--- src/rtl/lpc_pkg.sv ---
// Package with the codes, types and helpers of the link primary confirm state machine.
package lpc_pkg;

    // Width of the retry counter and of the retry limit register.
    localparam int RETRY_W = 8;

    // Event codes of one input transfer.
    typedef enum logic [2:0] {
        OP_SEND_CONFIRMED   = 3'd0,
        OP_SEND_UNCONFIRMED = 3'd1,
        OP_ACK              = 3'd2,
        OP_NACK             = 3'd3,
        OP_LINK_STATUS      = 3'd4,
        OP_NOT_SUPPORTED    = 3'd5,
        OP_TIMEOUT          = 3'd6,
        OP_FAILURE          = 3'd7
    } opcode_t;

    // Frame to send.
    typedef enum logic [1:0] {
        FR_NONE       = 2'd0,
        FR_UNCONF     = 2'd1,
        FR_RESET_LINK = 2'd2,
        FR_CONF       = 2'd3
    } frame_t;

    // Response timer command.
    typedef enum logic [1:0] {
        TM_NONE    = 2'd0,
        TM_START   = 2'd1,
        TM_CANCEL  = 2'd2,
        TM_RESTART = 2'd3
    } timer_t;

    // Report codes; the three unused codes never occur.
    typedef enum logic [2:0] {
        RP_NONE       = 3'd0,
        RP_SUCCESS    = 3'd1,
        RP_FAILURE    = 3'd2,
        RP_UNEXPECTED = 3'd3,
        RP_INVALID    = 3'd4
    } report_t;

    // Encoded link state as seen on the result port.
    localparam logic [1:0] LS_NOT_RESET    = 2'd0;
    localparam logic [1:0] LS_RESET        = 2'd1;
    localparam logic [1:0] LS_RESET_WAIT   = 2'd2;
    localparam logic [1:0] LS_CONFIRM_WAIT = 2'd3;

    // Internal link state, one-hot.
    typedef enum logic [3:0] {
        ST_NOT_RESET    = 4'b0001,
        ST_RESET        = 4'b0010,
        ST_RESET_WAIT   = 4'b0100,
        ST_CONFIRM_WAIT = 4'b1000
    } pstate_t;

    // State carried from one event to the next.
    typedef struct packed {
        pstate_t              pstate;
        logic                 write_fcb;
        logic [RETRY_W-1:0]   retry_left;
    } link_ctx_t;

    // One result item.
    typedef struct packed {
        frame_t               frame_action;
        logic                 frame_fcb;
        timer_t               timer_command;
        report_t              report;
        logic [1:0]           link_state;
        logic [RETRY_W-1:0]   retries_remaining;
    } result_t;

    // Map the one-hot state to its port encoding.
    function automatic logic [1:0] encode_state(input pstate_t st);
        logic [1:0] code;
        code = LS_NOT_RESET;
        unique case (st)
            ST_NOT_RESET:    code = LS_NOT_RESET;
            ST_RESET:        code = LS_RESET;
            ST_RESET_WAIT:   code = LS_RESET_WAIT;
            ST_CONFIRM_WAIT: code = LS_CONFIRM_WAIT;
            default:         code = LS_NOT_RESET;
        endcase
        return code;
    endfunction

endpackage

--- src/rtl/lpc_step.sv ---
// Next-state and result logic for one link event.
module lpc_step (
    input  lpc_pkg::opcode_t                 opcode,
    input  logic                             rcv_buffer_full,
    input  logic [lpc_pkg::RETRY_W-1:0]      max_retries,
    input  lpc_pkg::link_ctx_t               ctx,
    output lpc_pkg::link_ctx_t               ctx_next,
    output lpc_pkg::result_t                 result
);

    logic waiting;
    lpc_pkg::frame_t  frame;
    logic             fcb;
    lpc_pkg::timer_t  tmr;
    lpc_pkg::report_t rep;

    assign waiting = (ctx.pstate == lpc_pkg::ST_RESET_WAIT) ||
                     (ctx.pstate == lpc_pkg::ST_CONFIRM_WAIT);

    // Event decode: everything defaults to no action and unchanged state.
    always_comb begin
        ctx_next = ctx;
        frame    = lpc_pkg::FR_NONE;
        fcb      = 1'b0;
        tmr      = lpc_pkg::TM_NONE;
        rep      = lpc_pkg::RP_NONE;
        unique case (opcode)
            lpc_pkg::OP_SEND_CONFIRMED: begin
                if (ctx.pstate == lpc_pkg::ST_NOT_RESET) begin
                    ctx_next.retry_left = max_retries;
                    ctx_next.pstate     = lpc_pkg::ST_RESET_WAIT;
                    tmr                 = lpc_pkg::TM_START;
                    frame               = lpc_pkg::FR_RESET_LINK;
                end else if (ctx.pstate == lpc_pkg::ST_RESET) begin
                    ctx_next.retry_left = max_retries;
                    ctx_next.pstate     = lpc_pkg::ST_CONFIRM_WAIT;
                    tmr                 = lpc_pkg::TM_START;
                    frame               = lpc_pkg::FR_CONF;
                    fcb                 = ctx.write_fcb;
                end else begin
                    rep = lpc_pkg::RP_INVALID;
                end
            end
            lpc_pkg::OP_SEND_UNCONFIRMED: begin
                if (waiting) begin
                    rep = lpc_pkg::RP_INVALID;
                end else begin
                    frame = lpc_pkg::FR_UNCONF;
                end
            end
            lpc_pkg::OP_ACK: begin
                if (ctx.pstate == lpc_pkg::ST_RESET_WAIT) begin
                    // Link reset confirmed: send the held data frame with FCB set.
                    ctx_next.write_fcb = 1'b1;
                    ctx_next.pstate    = lpc_pkg::ST_CONFIRM_WAIT;
                    tmr                = lpc_pkg::TM_RESTART;
                    frame              = lpc_pkg::FR_CONF;
                    fcb                = 1'b1;
                end else if (ctx.pstate == lpc_pkg::ST_CONFIRM_WAIT) begin
                    ctx_next.write_fcb = ~ctx.write_fcb;
                    ctx_next.pstate    = lpc_pkg::ST_RESET;
                    tmr                = lpc_pkg::TM_CANCEL;
                    rep                = lpc_pkg::RP_SUCCESS;
                end else begin
                    rep = lpc_pkg::RP_UNEXPECTED;
                end
            end
            lpc_pkg::OP_NACK: begin
                if (ctx.pstate == lpc_pkg::ST_CONFIRM_WAIT) begin
                    if (rcv_buffer_full) begin
                        ctx_next.pstate = lpc_pkg::ST_NOT_RESET;
                        tmr             = lpc_pkg::TM_CANCEL;
                        rep             = lpc_pkg::RP_FAILURE;
                    end else begin
                        ctx_next.retry_left = max_retries;
                        ctx_next.pstate     = lpc_pkg::ST_RESET_WAIT;
                        tmr                 = lpc_pkg::TM_RESTART;
                        frame               = lpc_pkg::FR_RESET_LINK;
                    end
                end else begin
                    rep = lpc_pkg::RP_UNEXPECTED;
                end
            end
            lpc_pkg::OP_LINK_STATUS, lpc_pkg::OP_NOT_SUPPORTED: begin
                rep = lpc_pkg::RP_UNEXPECTED;
            end
            lpc_pkg::OP_TIMEOUT: begin
                if (!waiting) begin
                    rep = lpc_pkg::RP_INVALID;
                end else if (ctx.retry_left != '0) begin
                    // Retransmit the frame that is outstanding.
                    ctx_next.retry_left = ctx.retry_left - lpc_pkg::RETRY_W'(1);
                    tmr                 = lpc_pkg::TM_START;
                    if (ctx.pstate == lpc_pkg::ST_RESET_WAIT) begin
                        frame = lpc_pkg::FR_RESET_LINK;
                    end else begin
                        frame = lpc_pkg::FR_CONF;
                        fcb   = ctx.write_fcb;
                    end
                end else begin
                    ctx_next.pstate = lpc_pkg::ST_NOT_RESET;
                    rep             = lpc_pkg::RP_FAILURE;
                end
            end
            lpc_pkg::OP_FAILURE: begin
                if (waiting) begin
                    ctx_next.pstate = lpc_pkg::ST_NOT_RESET;
                    tmr             = lpc_pkg::TM_CANCEL;
                    rep             = lpc_pkg::RP_FAILURE;
                end
            end
            default: begin
                rep = lpc_pkg::RP_NONE;
            end
        endcase
    end

    // Pack the result item.
    always_comb begin
        result.frame_action      = frame;
        result.frame_fcb         = fcb;
        result.timer_command     = tmr;
        result.report            = rep;
        result.link_state        = lpc_pkg::encode_state(ctx_next.pstate);
        result.retries_remaining = ctx_next.retry_left;
    end

endmodule

--- src/rtl/link_primary_confirm_fsm.sv ---
// Top level of the link primary confirm state machine: input register, state and result register.
//
//   channel  direction  handshake              payload
//   s_       in         s_valid / s_ready      s_opcode, s_rcv_buffer_full
//   m_       out        m_valid / m_ready      m_frame_action .. m_retries_remaining
//   cfg_     in         cfg_wr_en (no wait)    cfg_wr_data (max_retries)
//
// One event per cycle is sustained while m_ready is high; each input transfer passes
// through the input register, then the state update into the result register.
// The link state is updated in the same cycle that an event moves into the result register.
// Reset (aresetn low, synchronous) returns the link to not reset, FCB 0, retries 0, limit 0.
// When m_ready stays low both registers fill and s_ready drops until a result is taken.
module link_primary_confirm_fsm (
    input  logic                            aclk,
    input  logic                            aresetn,
    input  logic                            cfg_wr_en,
    input  logic [lpc_pkg::RETRY_W-1:0]     cfg_wr_data,
    input  logic                            s_valid,
    output logic                            s_ready,
    input  logic [2:0]                      s_opcode,
    input  logic                            s_rcv_buffer_full,
    output logic                            m_valid,
    input  logic                            m_ready,
    output logic [1:0]                      m_frame_action,
    output logic                            m_frame_fcb,
    output logic [1:0]                      m_timer_command,
    output logic [2:0]                      m_report,
    output logic [1:0]                      m_link_state,
    output logic [lpc_pkg::RETRY_W-1:0]     m_retries_remaining
);

    logic [lpc_pkg::RETRY_W-1:0] max_retries_reg;
    logic                        in_valid_reg;
    lpc_pkg::opcode_t            in_opcode_reg;
    logic                        in_full_reg;
    lpc_pkg::link_ctx_t          ctx_reg;
    lpc_pkg::link_ctx_t          ctx_next;
    logic                        out_valid_reg;
    lpc_pkg::result_t            out_reg;
    lpc_pkg::result_t            result_next;
    logic                        advance;

    // An event advances when the result register is free or being emptied.
    assign advance = in_valid_reg && (!out_valid_reg || m_ready);
    assign s_ready = !in_valid_reg || advance;

    // Retry limit register.
    always_ff @(posedge aclk) begin
        if (!aresetn) begin
            max_retries_reg <= '0;
        end else if (cfg_wr_en) begin
            max_retries_reg <= cfg_wr_data;
        end
    end

    // Input register.
    always_ff @(posedge aclk) begin
        if (!aresetn) begin
            in_valid_reg <= 1'b0;
        end else if (s_ready) begin
            in_valid_reg <= s_valid;
        end
    end

    always_ff @(posedge aclk) begin
        if (s_ready && s_valid) begin
            in_opcode_reg <= lpc_pkg::opcode_t'(s_opcode);
            in_full_reg   <= s_rcv_buffer_full;
        end
    end

    // Event logic.
    lpc_step u_step (
        .opcode          (in_opcode_reg),
        .rcv_buffer_full (in_full_reg),
        .max_retries     (max_retries_reg),
        .ctx             (ctx_reg),
        .ctx_next        (ctx_next),
        .result          (result_next)
    );

    // Link state, updated as each event passes.
    always_ff @(posedge aclk) begin
        if (!aresetn) begin
            ctx_reg.pstate     <= lpc_pkg::ST_NOT_RESET;
            ctx_reg.write_fcb  <= 1'b0;
            ctx_reg.retry_left <= '0;
        end else if (advance) begin
            ctx_reg <= ctx_next;
        end
    end

    // Result register.
    always_ff @(posedge aclk) begin
        if (!aresetn) begin
            out_valid_reg <= 1'b0;
        end else if (advance) begin
            out_valid_reg <= 1'b1;
        end else if (m_ready) begin
            out_valid_reg <= 1'b0;
        end
    end

    always_ff @(posedge aclk) begin
        if (advance) begin
            out_reg <= result_next;
        end
    end

    assign m_valid             = out_valid_reg;
    assign m_frame_action      = out_reg.frame_action;
    assign m_frame_fcb         = out_reg.frame_fcb;
    assign m_timer_command     = out_reg.timer_command;
    assign m_report            = out_reg.report;
    assign m_link_state        = out_reg.link_state;
    assign m_retries_remaining = out_reg.retries_remaining;

`ifndef SYNTH
    // An event that advances always shows up as a valid result next cycle.
    a_advance_gives_result: assert property (
        @(posedge aclk) disable iff (!aresetn)
        advance |=> out_valid_reg
    ) else $error("advanced event did not reach the result register");

    // A timeout with retries left spends exactly one retry.
    a_timeout_decrements: assert property (
        @(posedge aclk) disable iff (!aresetn)
        (advance && in_opcode_reg == lpc_pkg::OP_TIMEOUT &&
         ctx_reg.retry_left != '0 &&
         (ctx_reg.pstate == lpc_pkg::ST_RESET_WAIT ||
          ctx_reg.pstate == lpc_pkg::ST_CONFIRM_WAIT))
        |=> ctx_reg.retry_left == $past(ctx_reg.retry_left) - lpc_pkg::RETRY_W'(1)
    ) else $error("timeout retry count mismatch");

    // The reported link state always matches the stored state after the event.
    a_state_matches: assert property (
        @(posedge aclk) disable iff (!aresetn)
        advance |=> out_reg.link_state == lpc_pkg::encode_state(ctx_reg.pstate)
    ) else $error("reported link state differs from stored state");

    // A confirmed data frame always goes out with the response timer running.
    a_conf_has_timer: assert property (
        @(posedge aclk) disable iff (!aresetn)
        (out_valid_reg && out_reg.frame_action == lpc_pkg::FR_CONF) |->
        (out_reg.timer_command == lpc_pkg::TM_START ||
         out_reg.timer_command == lpc_pkg::TM_RESTART)
    ) else $error("confirmed frame without timer start");
`endif

endmodule
--- config.mk ---
export PLATFORM = sky130hd
export DESIGN_NAME = link_primary_confirm_fsm
export DESIGN_NICKNAME = d
export VERILOG_FILES = /design/src/rtl/lpc_pkg.sv /design/src/rtl/lpc_step.sv /design/src/rtl/link_primary_confirm_fsm.sv
export SDC_FILE = /design/constraint.sdc
export NUM_CORES = 1
export LEC_CHECK = 0
export BUFFER_PORTS_ARGS = -buffer_cell sky130_fd_sc_hd__buf_4
export CELL_PAD_IN_SITES_DETAIL_PLACEMENT = 1
export CELL_PAD_IN_SITES_GLOBAL_PLACEMENT = 1
export CORE_MARGIN = 5
export CORE_UTILIZATION = 44
export DETAILED_ROUTE_END_ITERATION = 16
export PLACE_DENSITY = 0.9
export SLEW_MARGIN = 20
export SYNTH_ARGS = -nofsm -noshare
export SYNTH_HDL_FRONTEND = slang
export SYNTH_HIERARCHICAL = 1
export SYNTH_SLANG_ARGS = --single-unit
--- constraint.sdc ---
create_clock -name aclk -period 3 [get_ports aclk]
set_input_delay 0.15 -clock aclk [delete_from_list [all_inputs] [get_ports aclk]]
set_output_delay 0.15 -clock aclk [all_outputs]
set_load 0.1 [all_outputs]
==> results.toml, run 1 <==
[cells_and_area]
final_cells = 363
antenna_cells = 0
largest_reg_flops = 13
n_fill_cell = 681
multi_input_area_sq_um = 1309
syn2layout_area_growth_pct = 12.19
drive_above_1_share_pct = 21.88
num-nets-final = 305
seq_area_sq_um = 1121

[pwr]
ir_worst_vdd_mv = 0.1991
fin_total_pwr_mw = 1.303
p_leak_nw = 1.085
power_density_nw_per_um2 = 442.0

[worst_setup_path]
ff2ff_path_depth = 9
worstPathArrival_ns = 2.69
worst_setup_path_start_kind = "register"
crit_type = "reg2reg"
crit_required_ns = 3.23
critPathCaptureType = "register"
path_max_fanout = 8

[timing]
fin_crit_sh_pct = 81.76
maxSlewHeadroom_pct = 36.32
clock-skew-final_ns = 0.01014
finalHoldViolCount = 0
fmax_ghz = 0.4077
slew_violations = 0
fin_crit_ns = 2.453
worst_slack_ns = 0.5472
finalSetupViolCount = 0
rsz0062_at_grt = "no"
worstMarginPinSlew_ns = 0.9529
tns_ns = 0

[worst_hold_path]
worst_hold_path_type = "in2reg"
hold_depth = 1

[die]
io_pins = 37
core.rowCount = 28
die_y_microns = 87.28
die_area_sq_um = 7617
fp.dieW_microns = 87.28
coreArea_sq_um = 5851
initial_core_util_pct = 44.91

[logic_synthesis]
synth-warning-count = 6
post_synth_num_cell_types = 62
synth-main-ff-cell = "dfxtp_1"
synth-seq-cells = 45
syn_nets = 283
synthArstFlopShare_pct = 0
postSynthAreaPerCell_sq_um = 9.915
seq_area_frac_synth_pct = 42.67
netlist_area_sq_um = 2628
synth_cells = 265
synth_edf_count = 22

[run]
maxCapViolCount = 0

[routing]
wirelength_mm = 6.443
wire_per_inst_microns = 17.75
drt_pre_antenna_iters = 4
antenna_left = 0
routed_via_density = 5.793
route.detailed.drc = 0
vias = 2103
dr.first_iter.drc_count = 109

[status]
outcome = "finished, final reports clean"

[cts]
numCtsBuffers = 5
hold_buffers = 0
clock_latency_ns = 0.31
cts_tree = "yes"
h-tree-depth = 2
clock_tree.buffer_depth = 2
postCtsSetupRepairBufs = 0
ctsResizeCount = 0
cts_root_buffer = "clkbuf_8"
clock-sinks = 45
clk_pin_slew_ns = 0.10

[global_routing]
grt_pass1_wl_mm = 10.74
grt_overflow = 0
grt_pass1_vias = 2099
track_usage_pct = 17.94
antenna_found_initial = 0
grt_max_degree = 36

[placed_design]
dp_hpwl_mm = 4.760
pre_cts_ws_ns = 0.5821
dp.cells = 355
place_congestion = 0.8717
placement.io_buffers = 36
==> worst max-delay path: stages, from the launching register on <==
cell	delay (ns)
dfxtp_1	0.43
inv_1	0.07
ha_1	0.26
nor4b_4	0.16
a41oi_1	0.58
nand4_1	0.31
nor3_1	0.22
a221o_1	0.16
nand2_1	0.05
mux2i_1	0.14
==> per-stage QoR <==
step,utilization [%],cell area (sq um),hold slack [ns]
after floorplan,-,2628,0.2489
after global placement,48.78,2854,0.3289
after detailed placement,48.78,2854,0.3296
after CTS,50.38,2948,0.01287
after global routing,50.38,2948,0.01171
final,50.38,2948,0.02023
==> path summary, 6_finish.rpt <==
check	startpoint	end	slack [ns]
worst max-delay path	ctx_reg[0]	ctx_reg[5]	0.55
worst min-delay path	s_opcode[0]	in_opcode_reg[0]	0.02
worst max register to register	ctx_reg[0]	ctx_reg[5]	0.55
worst min register to register	ctx_reg[8]	ctx_reg[8]	0.52
==> final cells by class <==
class                   count  area share (%)
well taps                  75           3.183
repair buffers             39           9.932
clock inverters             3          0.8489
clock buffers               5           2.334
flip-flops and latches     45           38.03
multi-input cells         186           44.40
inverters                  10           1.273
==> layout by cell type (no fill, tap or decap), types with 3 or more instances in the layout <==
cell	count
nor2b_1	10
nand2_1	41
a211oi_1	5
o21ai_0	9
nand4_1	3
nor4b_4	3
clkbuf_8	5
nand3_1	3
and2_1	4
a221o_1	8
nor3_1	5
buf_4	39
a21oi_2	3
a21oi_1	11
mux2i_1	21
edfxtp_1	22
a31oi_1	3
inv_1	9
nor2_1	11
o211ai_1	3
dfxtp_1	23
==> power breakdown <==
| part | internal (mW) | switching [mW] |
|---|---|---|
| registers | 0.667 | 0.0154 |
| clock network | 0.168 | 0.228 |
| logic | 0.0658 | 0.158 |
| total | 0.901 | 0.401 |
==> layer usage <==
layer / part of all wire [%] / vias up / wire length (microns) / global-route usage [%]
li1: - / 1011 / - / -
met1: 44 / 1048 / 2858 / 23.36
met2: 50 / 37 / 3246 / 30.14
met5: 0 / - / 0 / 0
met3: 3.7 / 7 / 239 / 2.933
met4: 1.5 / 0 / 98 / 5.997
==> Yosys cell counts, types with 5 or more instances <==
cell      number  share of area, %
a211oi_1       5               1.4
a21oi_1       11               2.1
a221o_1        8               3.0
buf_2          7               1.3
buf_4         10               2.9
dfxtp_1       23                18
edfxtp_1      22                25
inv_1          9               1.3
mux2i_1       21               8.0
nand2_1       41               5.9
nor2_1        11               1.6
nor2b_1       10               2.4
nor3_1         5              0.95
o21ai_0        9               1.7
==> cell families (layout without fill, tap and decap cells) <==
group,count (synthesis),after routing,share of synthesized area (%)
AO/OA/AOI/OAI,65,65,19.14
XOR/XNOR,3,3,1.286
adder cells (fa/ha/maj),1,1,0.4761
buffers and inverters,34,57,7.523
flip-flops,45,45,42.67
multiplexers,21,21,8.000
AND/OR/NAND/NOR,96,96,20.90
(Power assumes the default switching activity.)
==> inputs of run 2 (changes only) <==
clock period = 2.3 ns   (was 3 ns; I/O delays follow)
==> run 2 against run 1 <==
  * Cell area up 8.4%
  * Non-clock buffer count grew 23
  * Total power increased by 41%
  * Via count up 8.0%
  * Global-route usage increased by 1.4 points
  * First-iteration DRC count up 24%
  * Critical path type unchanged
  * Largest cell class unchanged
  * Largest power group unchanged
==> results.toml, run 2 (same netlist as run 1, synthesis figures left out) <==
[cts]
clock_latency_ns = 0.31
h-tree-depth = 2
numCtsBuffers = 5
cts_root_buffer = "clkbuf_8"
clock-sinks = 45
clock_tree.buffer_depth = 2
clk_pin_slew_ns = 0.09
cts_tree = "yes"

[placed_design]
pre_cts_ws_ns = 0.02175
place_congestion = 1.019
placement.io_buffers = 36
dp_hpwl_mm = 5.042

[worst_setup_path]
crit_start = "ctx_reg[11]"
crit_type = "reg2reg"
crit_required_ns = 2.44
worstPathArrival_ns = 2.34
path_max_fanout = 10
r2r_start = "ctx_reg[11]"
critPathCaptureType = "register"
reg2reg_to = "m_link_state[0]"
r2r_slack_ns = 0.1
ff2ff_path_depth = 6
worst_setup_path_start_kind = "register"
endpoint = "m_link_state[0]"

[global_routing]
grt_overflow = 0
grt_pass1_vias = 2297
grt_max_degree = 36
grt_pass1_wl_mm = 11.48
track_usage_pct = 19.29
antenna_found_initial = 0

[run]
maxCapViolCount = 0

[routing]
routed_via_density = 5.883
dr.first_iter.drc_count = 135
vias = 2271
drt_pre_antenna_iters = 4
antenna_left = 0
wire_per_inst_microns = 19.86
wirelength_mm = 7.666
route.detailed.drc = 0

[timing]
fmax_ghz = 0.4543
slew_violations = 0
worstMarginPinSlew_ns = 0.4971
fin_crit_ns = 2.201
finalSetupViolCount = 0
tns_ns = 0
fin_crit_sh_pct = 95.70
clock-skew-final_ns = 0.01376
worst_slack_ns = 0.09900
finalHoldViolCount = 0
maxSlewHeadroom_pct = 66.66

[die]
fp.dieW_microns = 87.28
io_pins = 37
core.rowCount = 28
die_area_sq_um = 7617
coreArea_sq_um = 5851
die_y_microns = 87.28
initial_core_util_pct = 44.91

[cells_and_area]
fin_util_pct = 54.64
syn2layout_area_growth_pct = 21.67
antenna_cells = 0
largest_reg_flops = 13
drive_above_1_share_pct = 29.58
num-nets-final = 328
final_common_cell = "buf_4"
final_cell_mix = "buf_4, nand2_1, edfxtp_1, mux2i_1, dfxtp_1"

[status]
outcome = "finished, final reports clean"

[worst_hold_path]
worst_hold_path_type = "in2reg"

[pwr]
ir_worst_vdd_mv = 0.4422
p_leak_nw = 1.220
power_density_nw_per_um2 = 575.9
[run 2: cell count changes in the layout (fill, tap and decap cells not counted), moves of 4 or more]
| cell | previous run | this run |
|---|---|---|
| buf_4 | 39 | 58 |
| dfxtp_1 | 23 | 17 |
| dfxtp_2 | 0 | 6 |
| dlygate4sd3_1 | 0 | 4 |
[run 2: power breakdown]
group | internal, mW | switching (mW)
clock network | 0.326 | 0.304
logic | 0.103 | 0.219
registers | 0.870 | 0.0198
[run 2: layer usage]
metal | GRT usage, % | vias to the layer above | share of wire (%)
met2 | 32.81 | 81 | 50
li1 | - | 1055 | -
met1 | 24.69 | 1113 | 42
met5 | 0 | - | 0
met4 | 7.252 | 0 | 3.1
met3 | 2.744 | 22 | 5.4
[run 2: cell type report]
class                      count  area [sq um]
multi-input combinational    186          1346
clock buffer                   5         68.82
inverter                      10         37.54
timing repair buffer          62         475.5
sequential                    45          1129
tap                           75         93.84
fill                         669          2654
clock inverter                 3         46.29
[run 2: worst max-delay path, stage by stage (launching register included)]
cell and delay (ns):
dfxtp_2 0.42, nor4b_4 0.38, nand4b_1 0.28, a21oi_1 0.40, a21oi_1 0.14, buf_4 0.17
nor4_2 0.24
[run 2: metrics by stage]
stage | hold slack [ns] | cells | total power [mW] | instance area, sq um
after floorplan | 0.2139 | 265 | 1.129 | 2629
after global placement | 0.2936 | 370 | 1.206 | 2968
after detailed placement | 0.2979 | 370 | 1.215 | 2968
after CTS | 0.06317 | 382 | 1.831 | 3126
after global routing | 0.08262 | 386 | 1.903 | 3197
final | 0.05380 | 386 | 1.841 | 3197
[run 2: worst min-delay path by stage]
stage	start	endpoint	slack, ns	depth (start not counted)
floorplan	s_rcv_buffer_full	in_full_reg	0.21	0
global placement	s_rcv_buffer_full	in_full_reg	0.29	1
detailed placement	s_opcode[0]	in_opcode_reg[0]	0.30	1
CTS	s_valid	in_valid_reg	0.06	3
global route	cfg_wr_data[2]	max_retries_reg[2]	0.08	3
finish	s_valid	in_valid_reg	0.05	3
[run 2: timing repair]
item	in CTS	in global routing
pin swaps	0	5
buffers inserted	0	4
gates resized for setup	1	10
hold endpoints to repair	4	0
setup endpoints to repair	2	19
hold buffers	4	0
==> inputs of run 3 (changes only) <==
CORE_UTILIZATION = 40   (was 44)
PLACE_DENSITY = 0.84   (was 0.9)
SYNTH_HIERARCHICAL = default   (was 1)
==> run 3 against run 2 <==
  * Clock power shrank 19%
  * Sequential share of layout area grew 1.1 points
  * Count of clock-buffer cells in the layout grew 1
  * Flip-flop and latch count is the same
  * Routed wire length shrank 8.0%
  * Largest cell class unchanged
==> results.toml, run 3 <==
[logic_synthesis]
postSynthAreaPerCell_sq_um = 9.725
syn_nets = 283
synth-seq-cells = 45
synth-warning-count = 0
synth_top_area_share_pct = 25.73
synthArstFlopShare_pct = 0
netlist_area_sq_um = 2567
post_synth_num_cell_types = 63
synth_top_area_cell = "edfxtp_1"
seq_area_frac_synth_pct = 43.66
synth-main-ff-cell = "dfxtp_1"
synth_area_leaders = "edfxtp_1, dfxtp_1, o21ai_0"
synth_edf_count = 22
yosys-top-cells-count = "dfxtp_1, o21ai_0, edfxtp_1, nand2_1, a21oi_1"
synth_cells = 264

[worst_setup_path]
crit_required_ns = 2.36
worstPathArrival_ns = 2.24
worst_setup_path_start_kind = "register"
cp_slowest_stage_delay_ns = 0.47
critPathSlowestCell = "a2111oi_4"
r2r_start = "ctx_reg[0]"
crit_type = "reg2reg"
critPathCaptureType = "register"
path_max_fanout = 4
ff2ff_path_depth = 7
worstPathCellList = "inv_1 > ha_1 > nor3b_2 > a41oi_2 > a2111oi_4 > o21a_1 > nor3_2"
r2r_slack_ns = 0.12
reg2reg_to = "m_link_state[0]"

[cells_and_area]
antenna_cells = 0
syn2layout_area_growth_pct = 19.98
n_fill_cell = 740
largest_reg_flops = 13
num-nets-final = 327
stdcell_area_sq_um = 3080
drive_above_1_share_pct = 25.89
final_common_cell = "buf_4"
final_cell_mix = "buf_4, o21ai_0, nand2_1, dfxtp_1, edfxtp_1"

[pwr]
p_leak_nw = 1.146
ir_worst_vdd_mv = 0.2763
power_density_nw_per_um2 = 615.6

[cts]
hold_buffers = 4
cts_root_buffer = "clkbuf_8"
cts_tree = "yes"
postCtsSetupRepairBufs = 0
clock_tree.buffer_depth = 2
clock_latency_ns = 0.31
clock-sinks = 45
clk_pin_slew_ns = 0.09
numCtsBuffers = 5
h-tree-depth = 2
ctsResizeCount = 0

[status]
outcome = "finished, final reports clean"

[die]
die_area_sq_um = 8121
core.rowCount = 29
die_y_microns = 90.12
coreArea_sq_um = 6314
fp.dieW_microns = 90.12
initial_core_util_pct = 40.67
io_pins = 37

[worst_hold_path]
hold_depth = 3
whs_endpoint = "in_valid_reg"
worst_hold_path_type = "in2reg"
min_from = "s_valid"

[timing]
maxSlewHeadroom_pct = 58.28
slew_violations = 0
rsz0062_at_grt = "no"
tns_ns = 0
worstMarginPinSlew_ns = 0.6257
finalSetupViolCount = 0
finalHoldViolCount = 0
fin_crit_sh_pct = 94.63
fmax_ghz = 0.4594
clock-skew-final_ns = 0.009991
fin_crit_ns = 2.177

[routing]
route.detailed.drc = 0
wirelength_mm = 7.050
vias = 2256
antenna_left = 0
wire_per_inst_microns = 18.26
drt_pre_antenna_iters = 4
routed_via_density = 5.845
dr.first_iter.drc_count = 122

[global_routing]
antenna_found_initial = 0
grt_overflow = 0
grt_max_degree = 26
grt_pass1_wl_mm = 11.81
track_usage_pct = 17.56
grt_pass1_vias = 2392

[placed_design]
place_congestion = 0.8982
placement.io_buffers = 36
placed_area_sq_um = 2955
dp_hpwl_mm = 5.084

[run]
maxCapViolCount = 0
run 3: through the flow:
stage          hold slack [ns]  cells  setup WS [ns]  util, %  power, mW
6_report               0.04121    386         0.1234    48.79      1.896
3_3_place_gp            0.2937    374         0.2622    46.81      1.380
3_5_place_dp            0.2945    374         0.1780    46.81      1.392
5_1_grt                0.07636    386        0.01058    48.79      1.969
4_1_cts                0.04859    386         0.1160    48.79      1.899
2_1_floorplan           0.2139    264        0.06369        -      1.269
run 3: cell families (layout without fill, tap and decap cells):
group           after synthesis  after routing  share of synthesized area [%]
buf+inv                      28             73                          5.312
flops                        45             45                          43.66
fa+ha+maj                     2              2                         0.9745
simple gates                 87             87                          20.66
xor+xnor                      2              2                         0.9749
compound gates               91             91                          24.90
mux                           9              9                          3.509
run 3: where the power goes:
part           switching, mW  internal, mW
Sequential            0.0465         0.887
Clock                  0.294         0.216
Combinational          0.302         0.150
run 3: per-layer routing:
layer	track usage (%)	share of wire (%)	vias up	routed length, microns
met5	0	0	-	0
met4	5.707	1.6	0	111
met3	3.422	4.5	9	320
met2	30.18	51	60	3565
met1	22.03	43	1110	3052
li1	-	-	1077	-
run 3: how the worst max path moves through the flow:
stage | startpoint | end | slack (ns) | cells after the start
floorplan | m_valid | in_full_reg | 0.06 | 3
global placement | ctx_reg[11] | m_link_state[0] | 0.26 | 5
detailed placement | ctx_reg[0] | m_link_state[0] | 0.18 | 7
CTS | ctx_reg[0] | m_link_state[0] | 0.12 | 7
global route | ctx_reg[0] | m_link_state[0] | 0.01 | 7
finish | ctx_reg[0] | m_link_state[0] | 0.12 | 7
run 3: critical path, delay by kind of cell, from the launching register on:
kind | cells | cell delay, ns
flip-flops | 1 | 0.34
adder cells (fa/ha/maj) | 1 | 0.18
AO/OA/AOI/OAI | 3 | 0.87
AND/OR/NAND/NOR | 2 | 0.41
buffers and inverters | 1 | 0.13
run 3: final cells by class:
class,instances,area [sq um],share of cell area [%]
Tap cell,77,96.34,3.128
Sequential cell,45,1122,36.43
Clock inverter,2,12.51,0.4062
Multi-Input combinational cell,191,1313,42.61
Inverter,9,33.78,1.097
Timing Repair Buffer,56,430.4,13.97
Clock buffer,6,72.57,2.356
